**config.mk**
```make
export PLATFORM = sky130hd
export DESIGN_NAME = qrs_div_cell
export DESIGN_NICKNAME = d
export VERILOG_FILES = /design/src/rtl/quadratic_root_solver_core_macros.svh /design/src/rtl/qrs_pkg.sv /design/src/rtl/qrs_div_cell.sv
export SDC_FILE = /design/constraint.sdc
export NUM_CORES = 1
export LEC_CHECK = 0
export ABC_AREA = 1
export ABC_CLOCK_PERIOD_IN_PS = 800
export CAP_MARGIN = 20
export CORE_ASPECT_RATIO = 0.75
export CORE_MARGIN = 5
export CORE_UTILIZATION = 60
export CTS_CLUSTER_DIAMETER = 80
export DETAILED_ROUTE_END_ITERATION = 8
export DONT_BUFFER_PORTS = 1
export PLACE_DENSITY = 0.76
export SLEW_MARGIN = 25
export SYNTH_ARGS = -nofsm -noshare
export SYNTH_HDL_FRONTEND = slang
export SYNTH_SLANG_ARGS = --single-unit
```
**constraint.sdc**
```tcl
create_clock -name clk_i -period 0.8 [get_ports clk_i]
set_clock_uncertainty 0.15 [all_clocks]
set_input_delay 0.04 -clock clk_i [delete_from_list [all_inputs] [get_ports clk_i]]
set_output_delay 0.04 -clock clk_i [all_outputs]
set_load 0.1 [all_outputs]
```
**src/rtl/quadratic_root_solver_core_macros.svh**
```systemverilog
// assertion macros for the quadratic root solver
`ifndef QUADRATIC_ROOT_SOLVER_CORE_MACROS_SVH
`define QUADRATIC_ROOT_SOLVER_CORE_MACROS_SVH

// implication checked on every clock edge outside reset
`define QRS_ASSERT_IMP(lbl, pre, post, msg) \
  lbl: assert property (@(posedge clk_i) disable iff (!rst_ni) (pre) |-> (post)) \
    else $error(msg);

// fixed delay from trigger to consequence
`define QRS_ASSERT_DLY(lbl, pre, dly, post, msg) \
  lbl: assert property (@(posedge clk_i) disable iff (!rst_ni) (pre) |-> ##dly (post)) \
    else $error(msg);

`endif

```
**src/rtl/qrs_pkg.sv**
```systemverilog
// ----------------------------------------------------------------------------
// qrs_pkg
// shared constants, solution codes and the words that travel along the cell rows
// ----------------------------------------------------------------------------
`default_nettype none

package qrs_pkg;

  localparam int FracBits   = 16;
  localparam int DeltaPairs = 17;
  localparam int SqrtSteps  = DeltaPairs + FracBits;
  localparam int RemW       = SqrtSteps + 2;
  localparam int DelW       = 2 * DeltaPairs;
  localparam int BaseW      = FracBits + 17;
  localparam int DenW       = 17;
  localparam int NumW       = FracBits + 18;
  localparam int RootW      = 34;
  localparam int PipeDepth  = 5 + SqrtSteps + NumW;

  localparam logic signed [NumW:0] RootMax =
    (NumW+1)'((64'sd1 <<< (RootW - 1)) - 64'sd1);
  localparam logic signed [NumW:0] RootMin = -RootMax - (NumW+1)'(1);

  typedef enum logic [2:0] {
    KIND_LIN_NONE = 3'd0,
    KIND_LIN_ALL  = 3'd1,
    KIND_LIN_ONE  = 3'd2,
    KIND_NO_REAL  = 3'd3,
    KIND_DOUBLE   = 3'd4,
    KIND_TWO      = 3'd5
  } kind_e;

  typedef struct packed {
    logic                    valid;
    kind_e                   kind;
    logic signed [BaseW-1:0] base;
    logic [DenW-1:0]         den_mag;
    logic                    den_neg;
    logic [DelW-1:0]         d;
    logic [RemW-1:0]         rem;
    logic [SqrtSteps-1:0]    root;
  } sqrt_word_t;

  typedef struct packed {
    logic            valid;
    kind_e           kind;
    logic [DenW-1:0] den_mag;
    logic            neg_lo;
    logic            neg_hi;
    logic [NumW-1:0] nq_lo;
    logic [NumW-1:0] nq_hi;
    logic [DenW-1:0] r_lo;
    logic [DenW-1:0] r_hi;
  } div_word_t;

endpackage

`default_nettype wire

```
**src/rtl/qrs_div_cell.sv**
```systemverilog
// ----------------------------------------------------------------------------
// qrs_div_cell
// one quotient bit of two restoring divisions sharing a divisor
// ----------------------------------------------------------------------------
`default_nettype none

module qrs_div_cell (
  input  wire logic              clk_i,
  input  wire logic              rst_ni,
  input  wire qrs_pkg::div_word_t word_i,
  output qrs_pkg::div_word_t     word_o
);

  qrs_pkg::div_word_t word_d, word_q;
  logic [qrs_pkg::DenW:0] r_sh_lo, r_sh_hi, den_x;
  logic                   ge_lo, ge_hi;

  always_comb begin
    den_x   = {1'b0, word_i.den_mag};
    // numerator bits leave at the top while quotient bits enter at the bottom
    r_sh_lo = {word_i.r_lo, word_i.nq_lo[qrs_pkg::NumW-1]};
    r_sh_hi = {word_i.r_hi, word_i.nq_hi[qrs_pkg::NumW-1]};
    ge_lo   = (r_sh_lo >= den_x);
    ge_hi   = (r_sh_hi >= den_x);
    word_d  = word_i;
    word_d.r_lo  = qrs_pkg::DenW'(ge_lo ? (r_sh_lo - den_x) : r_sh_lo);
    word_d.r_hi  = qrs_pkg::DenW'(ge_hi ? (r_sh_hi - den_x) : r_sh_hi);
    word_d.nq_lo = {word_i.nq_lo[qrs_pkg::NumW-2:0], ge_lo};
    word_d.nq_hi = {word_i.nq_hi[qrs_pkg::NumW-2:0], ge_hi};
  end

  always_ff @(posedge clk_i or negedge rst_ni) begin
    if (!rst_ni) begin
      word_q <= '0;
    end else begin
      word_q <= word_d;
    end
  end

  assign word_o = word_q;

endmodule

`default_nettype wire
```
==> results of run 1 <==
-- kinds of logic after synthesis --
group	synth area share (%)
and+or+nand+nor	27.5
adders and majority gates	7.80
xor gates and xnor gates	2.05
AOI/OAI and AO/OA	1.89
DFF	52.4
buffers and inverters	8.38
-- synth_stat cells, drive strengths merged --
| cell type | count |
|---|---|
| nand2 | 271 |
| dfrtp | 125 |
| inv | 117 |
| nand3 | 61 |
| ha | 34 |
| nor2 | 26 |
| a21oi | 19 |
| xor2 | 12 |
| buf | 6 |
| nand4 | 5 |
| nor3 | 5 |
| or2 | 3 |
| and2 | 2 |
| and3 | 2 |
| fa | 2 |
| nand3b | 2 |
| o21ai | 2 |
| xnor2 | 2 |
| nor4 | 1 |
-- metrics by stage --
step           utilization (%)  TNS (ns)  cells  hold WS [ns]  area, sq um
3_5_place_dp              76.5    -34.08    906        -0.404         7420
3_3_place_gp              76.5    -32.23    906        -0.402         7420
2_1_floorplan                -    -28.13    697        -0.406         6670
==> qor.yml, run 1 <==
outcome:
  status: "stopped before the end"
  stop_stage: "clock tree synthesis"
  error_line: "[ERROR DPL-0033] detailed placement checks failed during check placement."
synthesis:
  netlist.area_leader.share_pct: 52.4
  yosys.area.top_type: "dfrtp_1"
  synth_nets: 860
  yosys_register_bits: 125
  synth_area_leaders: "dfrtp_1, nand2_1, inv_1"
  syn_area_sq_um: 5970
  ys_seq_area_share_pct: 52.4
  ys_types: 33
  syn_area_per_cell_sq_um: 8.56
  syn_inst: 697
  yosysWarnings: 0
place:
  hpwl_microns: 15400
  place_congestion: 0.944
  port_buffers: 0
  place_ws_ns: -0.987
clock_network:
  clockRootBuffer: "clkbuf_16"
  cts_hold_buffers: 93
  postCtsSetupBuffers: 15
  cts_buffers: 17
  cts_resized: 118
  htree_levels: 4
  cts_sinks: 125
  ctsLongestPathBuffers: 2
floorplanning:
  fp.dieH_microns: 96.4
  initial_core_util_pct: 61.6
  fp-row-count: 31
  die_x_microns: 125
  io_pins: 252
==> inputs of run 2 (changes only) <==
Settings changed: CORE_ASPECT_RATIO 0.75 to not set, CORE_UTILIZATION 60 to 40, CTS_CLUSTER_DIAMETER 80 to not set, PLACE_DENSITY 0.76 to not set, PLACE_DENSITY_LB_ADDON set to 0.15.
==> run 2 against run 1 <==
  * The flow now finishes, with violations (negative hold slack, negative setup slack)
  * Synthesized cell count stayed put
  * Area after synthesis stayed put
==> qor.yml, run 2 <==
outcome:
  status: "complete, but fails checks"
  violations: "negative hold slack, negative setup slack"
floorplanning:
  die-area_sq_um: 17500
  coreArea_sq_um: 14600
  die_x_microns: 132
  initial_core_util_pct: 40.9
  fp-row-count: 44
  fp.dieH_microns: 132
  io_pins: 252
timing:
  tightest_slew_ns: 0.348
  holdWs_ns: -0.835
  fin_crit_sh_pct: 172
  hold_viol: 160
  slew_viol_final: 0
  setup_viol: 161
  finalCriticalPeriod_ns: 1.37
  rsz0062_at_grt: "true"
  fmax_mhz: 729
  worst_slack_ns: -0.573
  relSlewSlack_pct: 76.6
final_layout:
  fin_nets: 1083
  fin_area_sq_um: 10200
  final_cell_mix: "nand2_1, dfrtp_4, dlygate4sd3_1, inv_1, buf_4"
  diodes: 0
  final_common_cell: "nand2_1"
  layout-area-overhead-vs-synth_pct: 71.6
  largest_reg_flops: 125
  layout-drive-gt1-share_pct: 46.9
  post-route-util_pct: 70.2
min_path:
  min_path_type: "primary input to async pin"
detailed_routing:
  drt-vias-per-instance: 4.88
  ant_nets: 0
  num_vias: 5446
  drtPass1Iterations: 4
  wl_per_cell_microns: 19.7
  drc: 0
  drt-initial-drc-count: 343
  wl_microns: 22000
global_route:
  gr-total-overflow: 0
  grt_max_degree: 126
  antenna_found_initial: 0
  grt_pass1_vias: 5566
  grt_use_total_pct: 24.5
  grt_pass1_wl_microns: 32800
synthesis:
  synth_edf_count: 0
  yosys.area.top_type: "dfrtp_1"
  ys_seq_area_share_pct: 52.4
  syn_inst: 697
  synth_common_cells: "nand2_1, dfrtp_1, inv_1"
  ys.flop_type: "dfrtp_1"
  syn_area_sq_um: 5970
  yosysWarnings: 0
  netlist.area_leader.share_pct: 52.4
  syn_area_per_cell_sq_um: 8.56
  yosysMostFrequentCell: "nand2_1"
  ys_types: 33
  synth_nets: 860
  yosys_register_bits: 125
  synthArstFlopShare_pct: 100
  synth_area_leaders: "dfrtp_1, nand2_1, inv_1"
power:
  pwr-share-seq_pct: 48.7
  irDropWorstVdd_mv: 1.42
  combPwrFrac_pct: 17.3
  clockPowerShare_pct: 34.0
  power.leakage_nw: 4.71
  intPower_mw: 14.3
  switching_share_pct: 40.6
  power.density_nw_per_um2: 2350
  switchingPower_mw: 9.77
clock_network:
  ctsLongestPathBuffers: 2
  clk_pin_slew_ns: 0.06
  clockRootBuffer: "clkbuf_16"
  cts_sinks: 125
  cts_tree: "yes"
  cts_buffers: 17
  htree_levels: 4
setup_path:
  critPathMaxStageDelay_ns: 0.33
  path_max_fanout: 8
  cp_data_required_time_ns: 0.96
  end_kind: "register"
  cp_cell_sequence: "clkinvlp_4 -> ha_4 -> nand2_4 -> nor2_4 -> nand3_2 -> o21ai_4 -> nor2_8 -> buf_4 -> buf_12 -> nand3_1 -> nand2_2"
  start_kind: "primary input"
  worstSetupPathType: "primary input to register"
  cp_data_arrival_time_ns: 1.53
  cpMaxStageDelayCell: "ha_4"
place:
  place_area_sq_um: 7470
  place_congestion: 0.891
  hpwl_microns: 14400
  port_buffers: 0
  place_ws_ns: -1.05
job:
  cap_violations: 0
## run 2: through the flow
stage / power (mW) / instances / TNS, ns / hold slack, ns
global placement: 14.7 / 952 / -32.56 / -0.402
floorplan: 13.6 / 697 / -28.13 / -0.406
detailed placement: 14.7 / 952 / -33.22 / -0.403
finish: 24.1 / 1117 / -72.22 / -0.835
global route: 25.0 / 1117 / -76.98 / -0.857
CTS: 23.6 / 1096 / -71.99 / -0.851
## run 2: critical path, delay by kind of cell
| kind | cells | cell delay, ns |
|---|---|---|
| buf+inv | 3 | 0.41 |
| simple gates | 6 | 0.54 |
| fa+ha+maj | 1 | 0.33 |
| compound gates | 1 | 0.20 |
## run 2: final timing paths
kind / startpoint / to / slack [ns] / depth (start not counted)
min: rst_ni / word_o[72] / -0.84 / 0
max in group asynchronous: rst_ni / word_o[25] / 1.15 / 0
min in group clk_i: word_i[107] / word_o[107] / -0.50 / 0
max: word_i[115] / word_o[28] / -0.57 / 11
## run 2: power groups by stage
stage | clock, mW | sequential, mW | combinational (mW)
after global routing | 8.65 | 11.8 | 4.57
after floorplan | 0 | 11.8 | 1.85
after detailed placement | 0 | 11.9 | 2.83
final | 8.19 | 11.7 | 4.17
after CTS | 8.18 | 11.7 | 3.66
after global placement | 0 | 11.9 | 2.78
## run 2: area by class of cell
| cell class | instances | area [sq um] |
|---|---|---|
| tap | 184 | 230 |
| clock inverter | 14 | 183 |
| clock buffer | 18 | 439 |
| multi-input combinational | 455 | 3280 |
| fill | 1043 | 4350 |
| timing repair buffer | 204 | 2010 |
| sequential | 125 | 3600 |
| inverter | 117 | 499 |
## run 2: routing by layer
metal / vias up / track usage (%) / part of all wire [%]
met5: - / 0 / 0
met4: 0 / 6.97 / 2.0
met3: 37 / 10.1 / 8.6
met2: 241 / 42.7 / 51
met1: 2566 / 27.5 / 38
li1: 2602 / - / -
## run 2: cells by family after synthesis
family	after synthesis	synth area share (%)
AOI/OAI and AO/OA	21	1.89
xor gates and xnor gates	14	2.05
adders and majority gates	36	7.80
DFF	125	52.4
and+or+nand+nor	378	27.5
buffers and inverters	123	8.38
## run 2: timing repair
action | CTS | global route
setup buffers | 16 | 10
pin swaps | 17 | 29
hold buffers | 90 | 10
resized for setup | 78 | 97
gates cloned | 6 | 3
setup endpoints to repair | 161 | 161
hold endpoints to repair | 250 | 163
(Power assumes the default switching activity.)
