File: src/rtl/quadratic_root_solver_core_macros.svh
// assertion macros for the quadratic root solver
`ifndef QUADRATIC_ROOT_SOLVER_CORE_MACROS_SVH
`define QUADRATIC_ROOT_SOLVER_CORE_MACROS_SVH

// implication checked on every clock edge outside reset
`define QRS_ASSERT_IMP(lbl, pre, post, msg) \
  lbl: assert property (@(posedge clk_i) disable iff (!rst_ni) (pre) |-> (post)) \
    else $error(msg);

// fixed delay from trigger to consequence
`define QRS_ASSERT_DLY(lbl, pre, dly, post, msg) \
  lbl: assert property (@(posedge clk_i) disable iff (!rst_ni) (pre) |-> ##dly (post)) \
    else $error(msg);

`endif

File: src/rtl/qrs_pkg.sv
// ----------------------------------------------------------------------------
// qrs_pkg
// shared constants, solution codes and the words that travel along the cell rows
// ----------------------------------------------------------------------------
`default_nettype none

package qrs_pkg;

  localparam int FracBits   = 16;
  localparam int DeltaPairs = 17;
  localparam int SqrtSteps  = DeltaPairs + FracBits;
  localparam int RemW       = SqrtSteps + 2;
  localparam int DelW       = 2 * DeltaPairs;
  localparam int BaseW      = FracBits + 17;
  localparam int DenW       = 17;
  localparam int NumW       = FracBits + 18;
  localparam int RootW      = 34;
  localparam int PipeDepth  = 5 + SqrtSteps + NumW;

  localparam logic signed [NumW:0] RootMax =
    (NumW+1)'((64'sd1 <<< (RootW - 1)) - 64'sd1);
  localparam logic signed [NumW:0] RootMin = -RootMax - (NumW+1)'(1);

  typedef enum logic [2:0] {
    KIND_LIN_NONE = 3'd0,
    KIND_LIN_ALL  = 3'd1,
    KIND_LIN_ONE  = 3'd2,
    KIND_NO_REAL  = 3'd3,
    KIND_DOUBLE   = 3'd4,
    KIND_TWO      = 3'd5
  } kind_e;

  typedef struct packed {
    logic                    valid;
    kind_e                   kind;
    logic signed [BaseW-1:0] base;
    logic [DenW-1:0]         den_mag;
    logic                    den_neg;
    logic [DelW-1:0]         d;
    logic [RemW-1:0]         rem;
    logic [SqrtSteps-1:0]    root;
  } sqrt_word_t;

  typedef struct packed {
    logic            valid;
    kind_e           kind;
    logic [DenW-1:0] den_mag;
    logic            neg_lo;
    logic            neg_hi;
    logic [NumW-1:0] nq_lo;
    logic [NumW-1:0] nq_hi;
    logic [DenW-1:0] r_lo;
    logic [DenW-1:0] r_hi;
  } div_word_t;

endpackage

`default_nettype wire

File: src/rtl/qrs_sqrt_cell.sv
// ----------------------------------------------------------------------------
// qrs_sqrt_cell
// one digit of the square root: brings down a bit pair and tries the next bit
// ----------------------------------------------------------------------------
`default_nettype none

module qrs_sqrt_cell (
  input  wire logic               clk_i,
  input  wire logic               rst_ni,
  input  wire qrs_pkg::sqrt_word_t word_i,
  output qrs_pkg::sqrt_word_t     word_o
);

  qrs_pkg::sqrt_word_t word_d, word_q;
  logic [qrs_pkg::RemW-1:0] rem_sh, trial;
  logic                     ge;

  always_comb begin
    rem_sh = {word_i.rem[qrs_pkg::RemW-3:0], word_i.d[qrs_pkg::DelW-1 -: 2]};
    trial  = {word_i.root, 2'b01};
    ge     = (rem_sh >= trial);
    word_d = word_i;
    word_d.d    = word_i.d << 2;
    word_d.rem  = ge ? (rem_sh - trial) : rem_sh;
    word_d.root = {word_i.root[qrs_pkg::SqrtSteps-2:0], ge};
  end

  always_ff @(posedge clk_i or negedge rst_ni) begin
    if (!rst_ni) begin
      word_q <= '0;
    end else begin
      word_q <= word_d;
    end
  end

  assign word_o = word_q;

endmodule

`default_nettype wire

File: config.mk
export PLATFORM = sky130hd
export DESIGN_NAME = qrs_sqrt_cell
export DESIGN_NICKNAME = d
export VERILOG_FILES = /design/src/rtl/quadratic_root_solver_core_macros.svh /design/src/rtl/qrs_pkg.sv /design/src/rtl/qrs_sqrt_cell.sv
export SDC_FILE = /design/constraint.sdc
export NUM_CORES = 1
export LEC_CHECK = 0
export BUFFER_PORTS_ARGS = -buffer_cell sky130_fd_sc_hd__buf_2
export CAP_MARGIN = 10
export CORE_AREA = 2 2 91 181
export CTS_CLUSTER_SIZE = 10
export DETAILED_ROUTE_END_ITERATION = 7
export DIE_AREA = 0 0 93 183
export PLACE_DENSITY = 0.76
export SKIP_LAST_GASP = 1
export SLEW_MARGIN = 20
export SYNTH_ARGS = -nofsm -noshare
export SYNTH_HDL_FRONTEND = slang
export SYNTH_SLANG_ARGS = --single-unit
File: constraint.sdc
create_clock -name clk_i -period 0.8 [get_ports clk_i]
set_input_delay 0.08 -clock clk_i [delete_from_list [all_inputs] [get_ports clk_i]]
set_output_delay 0.08 -clock clk_i [all_outputs]
set_load 0.01 [all_outputs]
After elaboration in Yosys (flattened, before gate mapping)
Index checks and enable logic that the tools add are counted.
Widths: inputs -> output; s select.
- bits in registers: 155
- latch bits: 0
- RAM bits: 0
- memory bits (read-only): 0
- input port bits: 159
- word-level logic and storage cells: 11
- memories: 0
- add/sub/neg operators: 1
- $mul: 0
- divide/modulo/power cells: 0
- order comparisons: 1
- eq/ne operators: 0
- shifts and indexed selects: 0
- multiplexer cells: 1
- bitwise operators: 0
- reduce and logical (&&, ||, !) cells: 0
- operator list (cell ; number):
    $ge 35x35->1 ; 1
    $mux 35 ; 1
    $sub 35x35->35 ; 1

Longest topological paths before layout
Gate-level depths: netlist (run 1).
- depth in word-level cells: 2
- depth in mapped cells: 13
- mapped depth without buffers: 11

Least setup slack after synthesis (run 1)
OpenSTA, ideal clock, no wires.
- path kind: input port to flip-flop
- start: input word_i[0] (netlist bit)
- end: register word_q, in the netlist word_o[58]
- setup time: 0.128 ns
- arrival time: 2.011 ns
- data required time: 0.672 ns
- slack: -1.338 ns
- cell stages on the path: 10
- path buffers: 0
- cell sequence: inv_1 > ha_1 > o211ai_1 > o21ai_2 > o2111ai_1 > a21oi_1 > or4b_4 > a31oi_2 > xor2_1 > o21ai_0
- RTL lines (what ; line ; RTL):
    start: declaration ; qrs_sqrt_cell.sv:10 ; input wire qrs_pkg::sqrt_word_t word_i,
    end signal: assignment ; qrs_sqrt_cell.sv:32 ; word_q <= word_d;
    end: declaration ; qrs_sqrt_cell.sv:14 ; qrs_pkg::sqrt_word_t word_d, word_q;

==> results.json, run 1 <==
{
  "status": "finished, violations left",
  "violations": "setup timing",
  "drive_gt1_share_pct": 52.5,
  "diodes": 0,
  "initial_utilization_pct": 41.3,
  "synth_area_sq_um": 6450,
  "fmax_ghz": 0.540,
  "synth-seq-area-share_pct": 60.2,
  "synth_cell_types": 63,
  "coreArea_sq_um": 15600,
  "yosys-top-cells-area": "dfrtp_1, ha_1, a21oi_1",
  "yosysWarningCount": 0,
  "synth_largest_area_cell": "dfrtp_1",
  "synth-edff-count": 0,
  "whs_ns": 0.0254,
  "ir_drop_v": 0.00153,
  "p_total_mw": 24.1,
  "grt_overflow_total": 0,
  "pin_count": 316,
  "max_stage_delay_ns": 0.31,
  "critPathSlowestCell": "o31a_1",
  "layout.cells.most_common_list": "buf_2, dfrtp_1, dlygate4sd3_1",
  "viasPerCell": 4.95,
  "first_global_vias": 7642,
  "path_cells": "buf_8 > inv_6 > ha_4 > buf_6 > o211ai_1 > o21ai_4 > o211ai_1 > o211ai_2 > a21oi_2 > o31a_1 > buf_12 > buf_12 > and2_4 > a31o_4",
  "setup_viol": 191,
  "worstPathArrival_ns": 2.18,
  "routed_wl_microns": 25000,
  "clk_pin_slew_ns": 0.07,
  "grt_setup_unrepaired": "true",
  "power_density_nw_per_um2": 1880,
  "antenna_found_initial": 0,
  "final_common_cell": "buf_2",
  "fin_nets": 1368,
  "ys_seq_elements": 155,
  "syn_to_final_growth_pct": 98.4,
  "die_w_microns": 93,
  "cts_made_buffers": 17,
  "hp-class": "in2reg",
  "cts-htree-levels": 4,
  "cap_violations": 0,
  "worst_setup_path_end_kind": "flip-flop",
  "gp_congestion": 0.908,
  "dieArea_sq_um": 17000,
  "ant_nets": 0,
  "largest_reg_flops": 155,
  "period_share_pct": 232,
  "cp.required_ns": 1.12,
  "synthFlopType": "dfrtp_1",
  "drt_iter0_drc": 335,
  "syn_avg_cell_area_sq_um": 11.7,
  "yosysTopAreaCellShare_pct": 60.2,
  "vias": 6863,
  "layout_setup_ws_ns": -1.05,
  "drtPass1Iterations": 4,
  "synthArstFlopShare_pct": 100,
  "worstPathMaxFanout": 5,
  "grt_max_degree": 40,
  "num_rows": 65,
  "wl_per_cell_microns": 18.0,
  "cts_buffer_depth": 2,
  "hpwl_microns": 15000,
  "critPathKind": "in2reg",
  "synthSimpleGateAreaFrac_pct": 9.51,
  "synthCells": 550,
  "hold_viol_final": 0,
  "drc": 0,
  "synth_compound_area_share_pct": 15.2,
  "grtUsageTotal_pct": 28.0,
  "cts_tree": "yes",
  "die_h_microns": 183,
  "port_buffers": 311,
  "synthMuxAreaShare_pct": 0.175,
  "worstSetupStartpointType": "input port",
  "cts.sinks": 155,
  "synthAdderAreaFrac_pct": 6.79,
  "grt_pass1_wl_microns": 36900,
  "drv_slew": 0,
  "p_leak_nw": 6.20,
  "synthXorXnorAreaFrac_pct": 3.67,
  "final.min_clock_period_ns": 1.85,
  "synth_top_family_by_area": "compound AO/OA/AOI/OAI gates",
  "clockRootBuffer": "clkbuf_16"
}
## through the flow
stage	worst slack (ns)	instance area (sq um)	TNS, ns	utilization [%]	instances
2_1_floorplan	-1.16	6890	-38.64	-	551
3_3_place_gp	-1.55	9620	-49.21	61.6	1181
3_5_place_dp	-1.55	9620	-50.84	61.6	1181
4_1_cts	-1.05	12400	-67.30	79.2	1382
5_1_grt	-1.11	12800	-74.32	81.9	1387
6_report	-1.05	12800	-66.71	81.9	1387
## kinds of logic after synthesis
group / count (synthesis)
adders and majority gates: 35
AOI/OAI and AO/OA: 147
DFF: 155
xor gates and xnor gates: 27
and+or+nand+nor: 124
muxes: 1
buffers and inverters: 60
other: 1
## worst max-delay path: cells and delay by family
family,cells,cell delay (ns)
and+or+nand+nor,1,0.13
adders and majority gates,1,0.27
buffers and inverters,5,0.50
AOI/OAI and AO/OA,7,1.20
## area by class of cell
class                      instances  area [sq um]
clock buffer                      20           447
clock inverter                    11           170
fill                             909          2830
inverter                          44           193
multi-input combinational        336          3020
sequential                       155          3880
tap                              201           251
timing repair buffer             620          4830
## layer usage
metal | wire length [microns] | up-vias | global-route usage [%]
met5 | 0 | - | 0
met4 | 905 | 0 | 12.4
met3 | 1760 | 67 | 7.35
met2 | 13900 | 331 | 52.4
met1 | 8390 | 3311 | 28.6
li1 | - | 3154 | -
## cells in the mapped netlist (5+ instances only)
cell type	count
o21ai_0	22
a21oi_1	52
dfrtp_1	155
a21o_1	16
nor3_1	9
buf_2	5
xnor2_1	16
inv_1	44
xor2_1	11
nor2_1	33
nand2_1	36
nand4_1	9
nand3_1	10
o21a_1	7
o21bai_1	6
ha_1	35
## worst paths after layout
path | startpoint | to | cells after the start
worst max-delay path | word_i[2] | word_o[54] | 14
worst min-delay path | word_i[55] | word_o[57] | 4
max in group asynchronous | rst_ni | word_o[137] | 3
min in group asynchronous | rst_ni | word_o[20] | 2
## power breakdown
group          total [mW]  leakage [nW]  internal [mW]  switching [mW]
registers            8.71          1.81           8.46           0.249
logic                6.93          4.11           3.72            3.21
clock network        8.41         0.280           5.27            3.14
## timing repair
action                                  CTS  global route
pin swaps                                31            30
endpoints found under the setup margin  191           191
resized for setup                        85            89
endpoints found under the hold margin   304             0
setup buffers                            16             6
cloned                                    4             1
hold buffers                            150             0
Note: power is estimated with default switching activity, not from simulation.
==> inputs of run 2 (changes only) <==
--- a/config.mk
+++ b/config.mk
@@ -11,6 +11,7 @@
 export CTS_CLUSTER_SIZE = 10
 export DETAILED_ROUTE_END_ITERATION = 7
 export DIE_AREA = 0 0 93 183
+export GPL_TIMING_DRIVEN = 0
 export PLACE_DENSITY = 0.76
 export SKIP_LAST_GASP = 1
 export SLEW_MARGIN = 20
==> results.json, run 2 (synthesis gave the netlist of run 1 again) <==
{
  "status": "finished, violations left",
  "violations": "hold timing, setup timing",
  "initial_utilization_pct": 41.3,
  "fmax_ghz": 0.530,
  "hp-class": "in2async",
  "drc": 0,
  "internal_power_mw": 17.0,
  "switching_share_pct": 26.7,
  "worst_setup_path_end_kind": "flip-flop",
  "viasPerCell": 4.96,
  "slew_headroom_pct": 61.3,
  "dieArea_sq_um": 17000,
  "die_h_microns": 183,
  "critPathKind": "in2reg",
  "syn_to_final_growth_pct": 87.2,
  "fin_nets": 1269,
  "p_comb_share_pct": 26.9,
  "ir_drop_v": 0.00159,
  "cts_made_buffers": 17,
  "nFillCells": 1005,
  "gp_congestion": 0.916,
  "p_leak_nw": 5.74,
  "fin_util_pct": 77.3,
  "pwr-share-clk_pct": 35.7,
  "pin_count": 316,
  "cts_tree": "yes",
  "cap_violations": 0,
  "seq_area_sq_um": 3880,
  "p_seq_share_pct": 37.4,
  "setup_tns_ns": -65.27,
  "hpwl_microns": 13200,
  "first_global_vias": 6875,
  "drv_slew": 0,
  "grtUsageTotal_pct": 26.5,
  "p_sw_mw": 6.21,
  "antenna_found_initial": 0,
  "cts-htree-levels": 4,
  "cts_buffer_depth": 2,
  "worstPathMaxFanout": 5,
  "worstSetupStartpointType": "input port",
  "ant_nets": 0,
  "grt_max_degree": 81,
  "power_density_nw_per_um2": 1930,
  "wl_per_cell_microns": 17.8,
  "final_common_cell": "buf_2",
  "whs_ns": -0.374,
  "vias": 6393,
  "drt_iter0_drc": 262,
  "drive_gt1_share_pct": 47.8,
  "critPathLaunch": "word_i[0]",
  "grt_overflow_total": 0,
  "setup_viol": 191,
  "worstPathArrival_ns": 2.20,
  "layout_setup_ws_ns": -1.09,
  "drtPass1Iterations": 7,
  "routed_wl_microns": 23000,
  "die_w_microns": 93,
  "final.min_clock_period_ns": 1.89,
  "clockRootBuffer": "clkbuf_16",
  "worst_pin_slew_ns": 0.580,
  "period_share_pct": 236,
  "coreArea_sq_um": 15600,
  "layout.cells.most_common_list": "buf_2, dfrtp_1, dlygate4sd3_1",
  "cp.required_ns": 1.11,
  "multi_input_area_sq_um": 3010,
  "cts.sinks": 155,
  "diodes": 0,
  "stdcell_area_sq_um": 12100,
  "hold_buffers": 153,
  "placed_area_sq_um": 8740,
  "clk_pin_slew_ns": 0.07,
  "hold_viol_final": 75,
  "num_rows": 65,
  "largest_reg_flops": 155,
  "grt_pass1_wl_microns": 35000,
  "grt_setup_unrepaired": "true",
  "port_buffers": 311
}
## run 2: changes by cell type in the layout (fill, tap and decap cells not counted), sizes merged
| cell | before | now |
|---|---|---|
| clkinvlp | 6 | 0 |
| clkbuf | 21 | 29 |
| clkinv | 1 | 4 |
| bufinv | 4 | 3 |
| buf | 469 | 364 |
| dlygate4sd3 | 150 | 153 |
## run 2: metrics by stage
step                      worst slack [ns]  instances  power [mW]  hold slack, ns
after floorplan                      -1.16        551        11.3          -0.216
after global placement               -2.48       1063        12.9           0.188
after detailed placement             -1.76       1064        13.1          0.0938
after CTS                           -0.984       1282        22.9          -0.346
after global routing                 -1.12       1289        24.3          -0.342
final                                -1.09       1289        23.3          -0.374
## run 2: layout make-up
cell class                 count  area share (%)
buffer                        13            1.38
tap                          201            2.08
sequential                   155            32.1
clock inverter                 7           0.912
inverter                      44            1.51
timing repair buffer         508            32.8
clock buffer                  25            4.19
multi-input combinational    336            25.0
## run 2: path summary, 6_finish.rpt
| check | slack, ns | depth (start not counted) | to |
|---|---|---|---|
| max in group asynchronous | 0.40 | 2 | word_o[61] |
| min in group clk_i | 0.04 | 3 | word_o[54] |
| worst min-delay path | -0.37 | 1 | word_o[142] |
| worst max-delay path | -1.09 | 11 | word_o[66] |
## run 2: per-layer routing
layer  vias to the layer above  track usage (%)  wire (microns)
met1                      3096             30.1            8200
met5                         -                0               0
met2                       310             48.1           12600
met3                        29             6.04            1690
li1                       2958                -               -
met4                         0             9.29             497
## run 2: power groups by stage
stage / Combinational, mW / Sequential [mW] / Clock, mW
final: 6.26 / 8.70 / 8.29
after global routing: 6.69 / 8.75 / 8.83
after CTS: 5.76 / 8.64 / 8.48
after detailed placement: 4.31 / 8.74 / 0
after global placement: 4.22 / 8.73 / 0
after floorplan: 2.15 / 9.12 / 0
## run 2: what timing repair did
item / in CTS / in global routing
endpoints found under the hold margin: 228 / 75
pin swaps: 48 / 8
cloned: 1 / 1
buffers inserted: 35 / 6
setup endpoints to repair: 191 / 191
resized for setup: 130 / 54
## run 2: worst max-delay path: stages
cell and delay, ns:
buf_12 0.11, inv_12 0.04, ha_4 0.21, o211ai_1 0.25, o21ai_2 0.11, o2111ai_2 0.23
a21oi_2 0.14, or4b_4 0.54, nand4_1 0.17, and3b_1 0.22, o31ai_4 0.08
==> inputs of run 3 (changes only) <==
--- a/config.mk
+++ b/config.mk
@@ -7,12 +7,14 @@
 export LEC_CHECK = 0
 export BUFFER_PORTS_ARGS = -buffer_cell sky130_fd_sc_hd__buf_2
 export CAP_MARGIN = 10
-export CORE_AREA = 2 2 91 181
+export CELL_PAD_IN_SITES_DETAIL_PLACEMENT = 1
+export CELL_PAD_IN_SITES_GLOBAL_PLACEMENT = 2
+export CORE_AREA = 2 2 117 233
 export CTS_CLUSTER_SIZE = 10
 export DETAILED_ROUTE_END_ITERATION = 7
-export DIE_AREA = 0 0 93 183
+export DIE_AREA = 0 0 119 235
 export GPL_TIMING_DRIVEN = 0
-export PLACE_DENSITY = 0.76
+export PLACE_DENSITY_LB_ADDON = 0.1
 export SKIP_LAST_GASP = 1
 export SLEW_MARGIN = 20
 export SYNTH_ARGS = -nofsm -noshare
==> constraint.sdc (replaced) <==
create_clock -name clk_i -period 0.8 [get_ports clk_i]
set_input_delay 0 -clock clk_i [delete_from_list [all_inputs] [get_ports clk_i]]
set_output_delay 0 -clock clk_i [all_outputs]
set_load 0.01 [all_outputs]
==> results.json, run 3 (synthesis gave the netlist of run 1 again) <==
{
  "drtPass1Iterations": 6,
  "syn_to_final_growth_pct": 96.6,
  "worstPathArrival_ns": 2.18,
  "layout_setup_ws_ns": -1.06,
  "ant_nets": 0,
  "ir_drop_v": 0.00122,
  "cap_violations": 0,
  "max_stage_delay_ns": 0.56,
  "period_share_pct": 232,
  "initial_utilization_pct": 24.6,
  "fmax_ghz": 0.539,
  "critPathSlowestCell": "or4b_4",
  "fin_util_pct": 48.4,
  "hold_viol_final": 155,
  "p_seq_share_pct": 36.7,
  "grtUsageTotal_pct": 20.3,
  "drive_gt1_share_pct": 52.1,
  "drt_iter0_drc": 171,
  "vias": 6455,
  "p_sw_mw": 7.10,
  "clockRootBuffer": "clkbuf_16",
  "grt_overflow_total": 0,
  "cts_made_buffers": 17,
  "met1_usage_pct": 17.8,
  "cts-htree-levels": 4,
  "hpwl_microns": 19600,
  "switching_share_pct": 30.0,
  "power_density_nw_per_um2": 1870,
  "largest_reg_flops": 155,
  "grt_setup_unrepaired": "true",
  "cts_buffer_depth": 2,
  "internal_power_mw": 16.6,
  "grt_pass1_wl_microns": 42800,
  "violations": "hold timing, setup timing",
  "hp-class": "in2async",
  "pin_count": 316,
  "coreArea_sq_um": 26200,
  "worstPathMaxFanout": 3,
  "dieArea_sq_um": 28000,
  "critPathKind": "in2reg",
  "use_met3_pct": 4.47,
  "drv_slew": 0,
  "die_w_microns": 119,
  "status": "finished, violations left",
  "p_comb_share_pct": 29.4,
  "cts_tree": "yes",
  "fin_nets": 1293,
  "p_leak_nw": 5.88,
  "wl_per_cell_microns": 19.7,
  "antenna_found_initial": 2,
  "slew_headroom_pct": 65.6,
  "worst_pin_slew_ns": 0.517,
  "final.min_clock_period_ns": 1.86,
  "gp_congestion": 0.776,
  "worstSetupStartpointType": "input port",
  "whs_ns": -0.524,
  "worst_setup_path_end_kind": "flip-flop",
  "drc": 0,
  "clk_pin_slew_ns": 0.06,
  "final_common_cell": "buf_2",
  "path_cells": "buf_12 > inv_12 > ha_4 > o211ai_1 > o21ai_2 > buf_6 > o2111ai_4 > a21oi_4 > or4b_4 > a31oi_4 > xor2_1 > o21ai_1",
  "grt_util_met2_pct": 41.8,
  "cp.required_ns": 1.12,
  "port_buffers": 311,
  "routed_wl_microns": 28800,
  "grt_busiest_layer": "met2",
  "p_total_mw": 23.7,
  "critPathLaunch": "word_i[0]",
  "grt_max_degree": 101,
  "cts.sinks": 155,
  "first_global_vias": 7363,
  "pwr-share-clk_pct": 34.0,
  "setup_viol": 191,
  "num_rows": 84,
  "layout.cells.most_common_list": "buf_2, dfrtp_1, dlygate4sd3_1",
  "die_h_microns": 235,
  "viasPerCell": 4.43
}
[run 3: layout make-up]
class,instances,area [sq um]
Sequential cell,155,3880
Tap cell,344,430
Clock buffer,19,453
Clock inverter,13,131
Inverter,44,193
Antenna cell,1,2.50
Timing Repair Buffer,532,4130
Fill cell,2832,13500
Buffer,13,200
Multi-Input combinational cell,336,3250
[run 3: worst max-delay path, delay by kind of cell]
family	cells	cell delay, ns
buffers and inverters	3	0.29
XOR/XNOR	1	0.18
AND/OR/NAND/NOR	1	0.56
adder cells (fa/ha/maj)	1	0.19
AO/OA/AOI/OAI	6	0.95
[run 3: timing repair]
item	CTS	global route
pin swaps	39	30
endpoints found under the setup margin	191	191
buffers inserted	40	21
gates cloned	2	3
endpoints found under the hold margin	265	58
resized for setup	134	110
hold buffers	152	2
[run 3: routing by layer]
metal  wire length [microns]  vias to the layer above  part of all wire (%)
met1                    8980                     3179                    31
li1                        -                     3006                     -
met3                    1280                       41                   4.4
met2                   17600                      227                    61
met4                     855                        2                   3.0
met5                      13                        -                 0.045
[run 3: worst max path at each step]
stage	slack, ns	cells past startpoint	to
6_report	-1.06	12	word_o[58]
5_1_grt	-1.14	12	word_o[58]
3_5_place_dp	-1.99	13	word_o[55]
3_3_place_gp	-2.56	1	word_o[48]
4_1_cts	-1.03	12	word_o[58]
2_1_floorplan	-1.08	11	word_o[67]
[run 3: power by group through the flow]
| stage | logic (mW) | registers, mW | clock network (mW) |
|---|---|---|---|
| CTS | 6.27 | 8.66 | 8.23 |
| global route | 7.44 | 8.73 | 8.49 |
| detailed placement | 4.62 | 8.76 | 0 |
| global placement | 4.55 | 8.76 | 0 |
| floorplan | 2.15 | 9.12 | 0 |
| finish | 6.94 | 8.67 | 8.03 |
[run 3: metrics by stage]
stage	cells	worst slack [ns]	instance area [sq um]	setup TNS [ns]
6_report	1457	-1.06	12700	-54.63
5_1_grt	1457	-1.14	12700	-63.12
4_1_cts	1430	-1.03	11900	-59.65
3_5_place_dp	1207	-1.99	8910	-68.79
3_3_place_gp	1206	-2.56	8880	-459.94
2_1_floorplan	551	-1.08	6890	-35.76
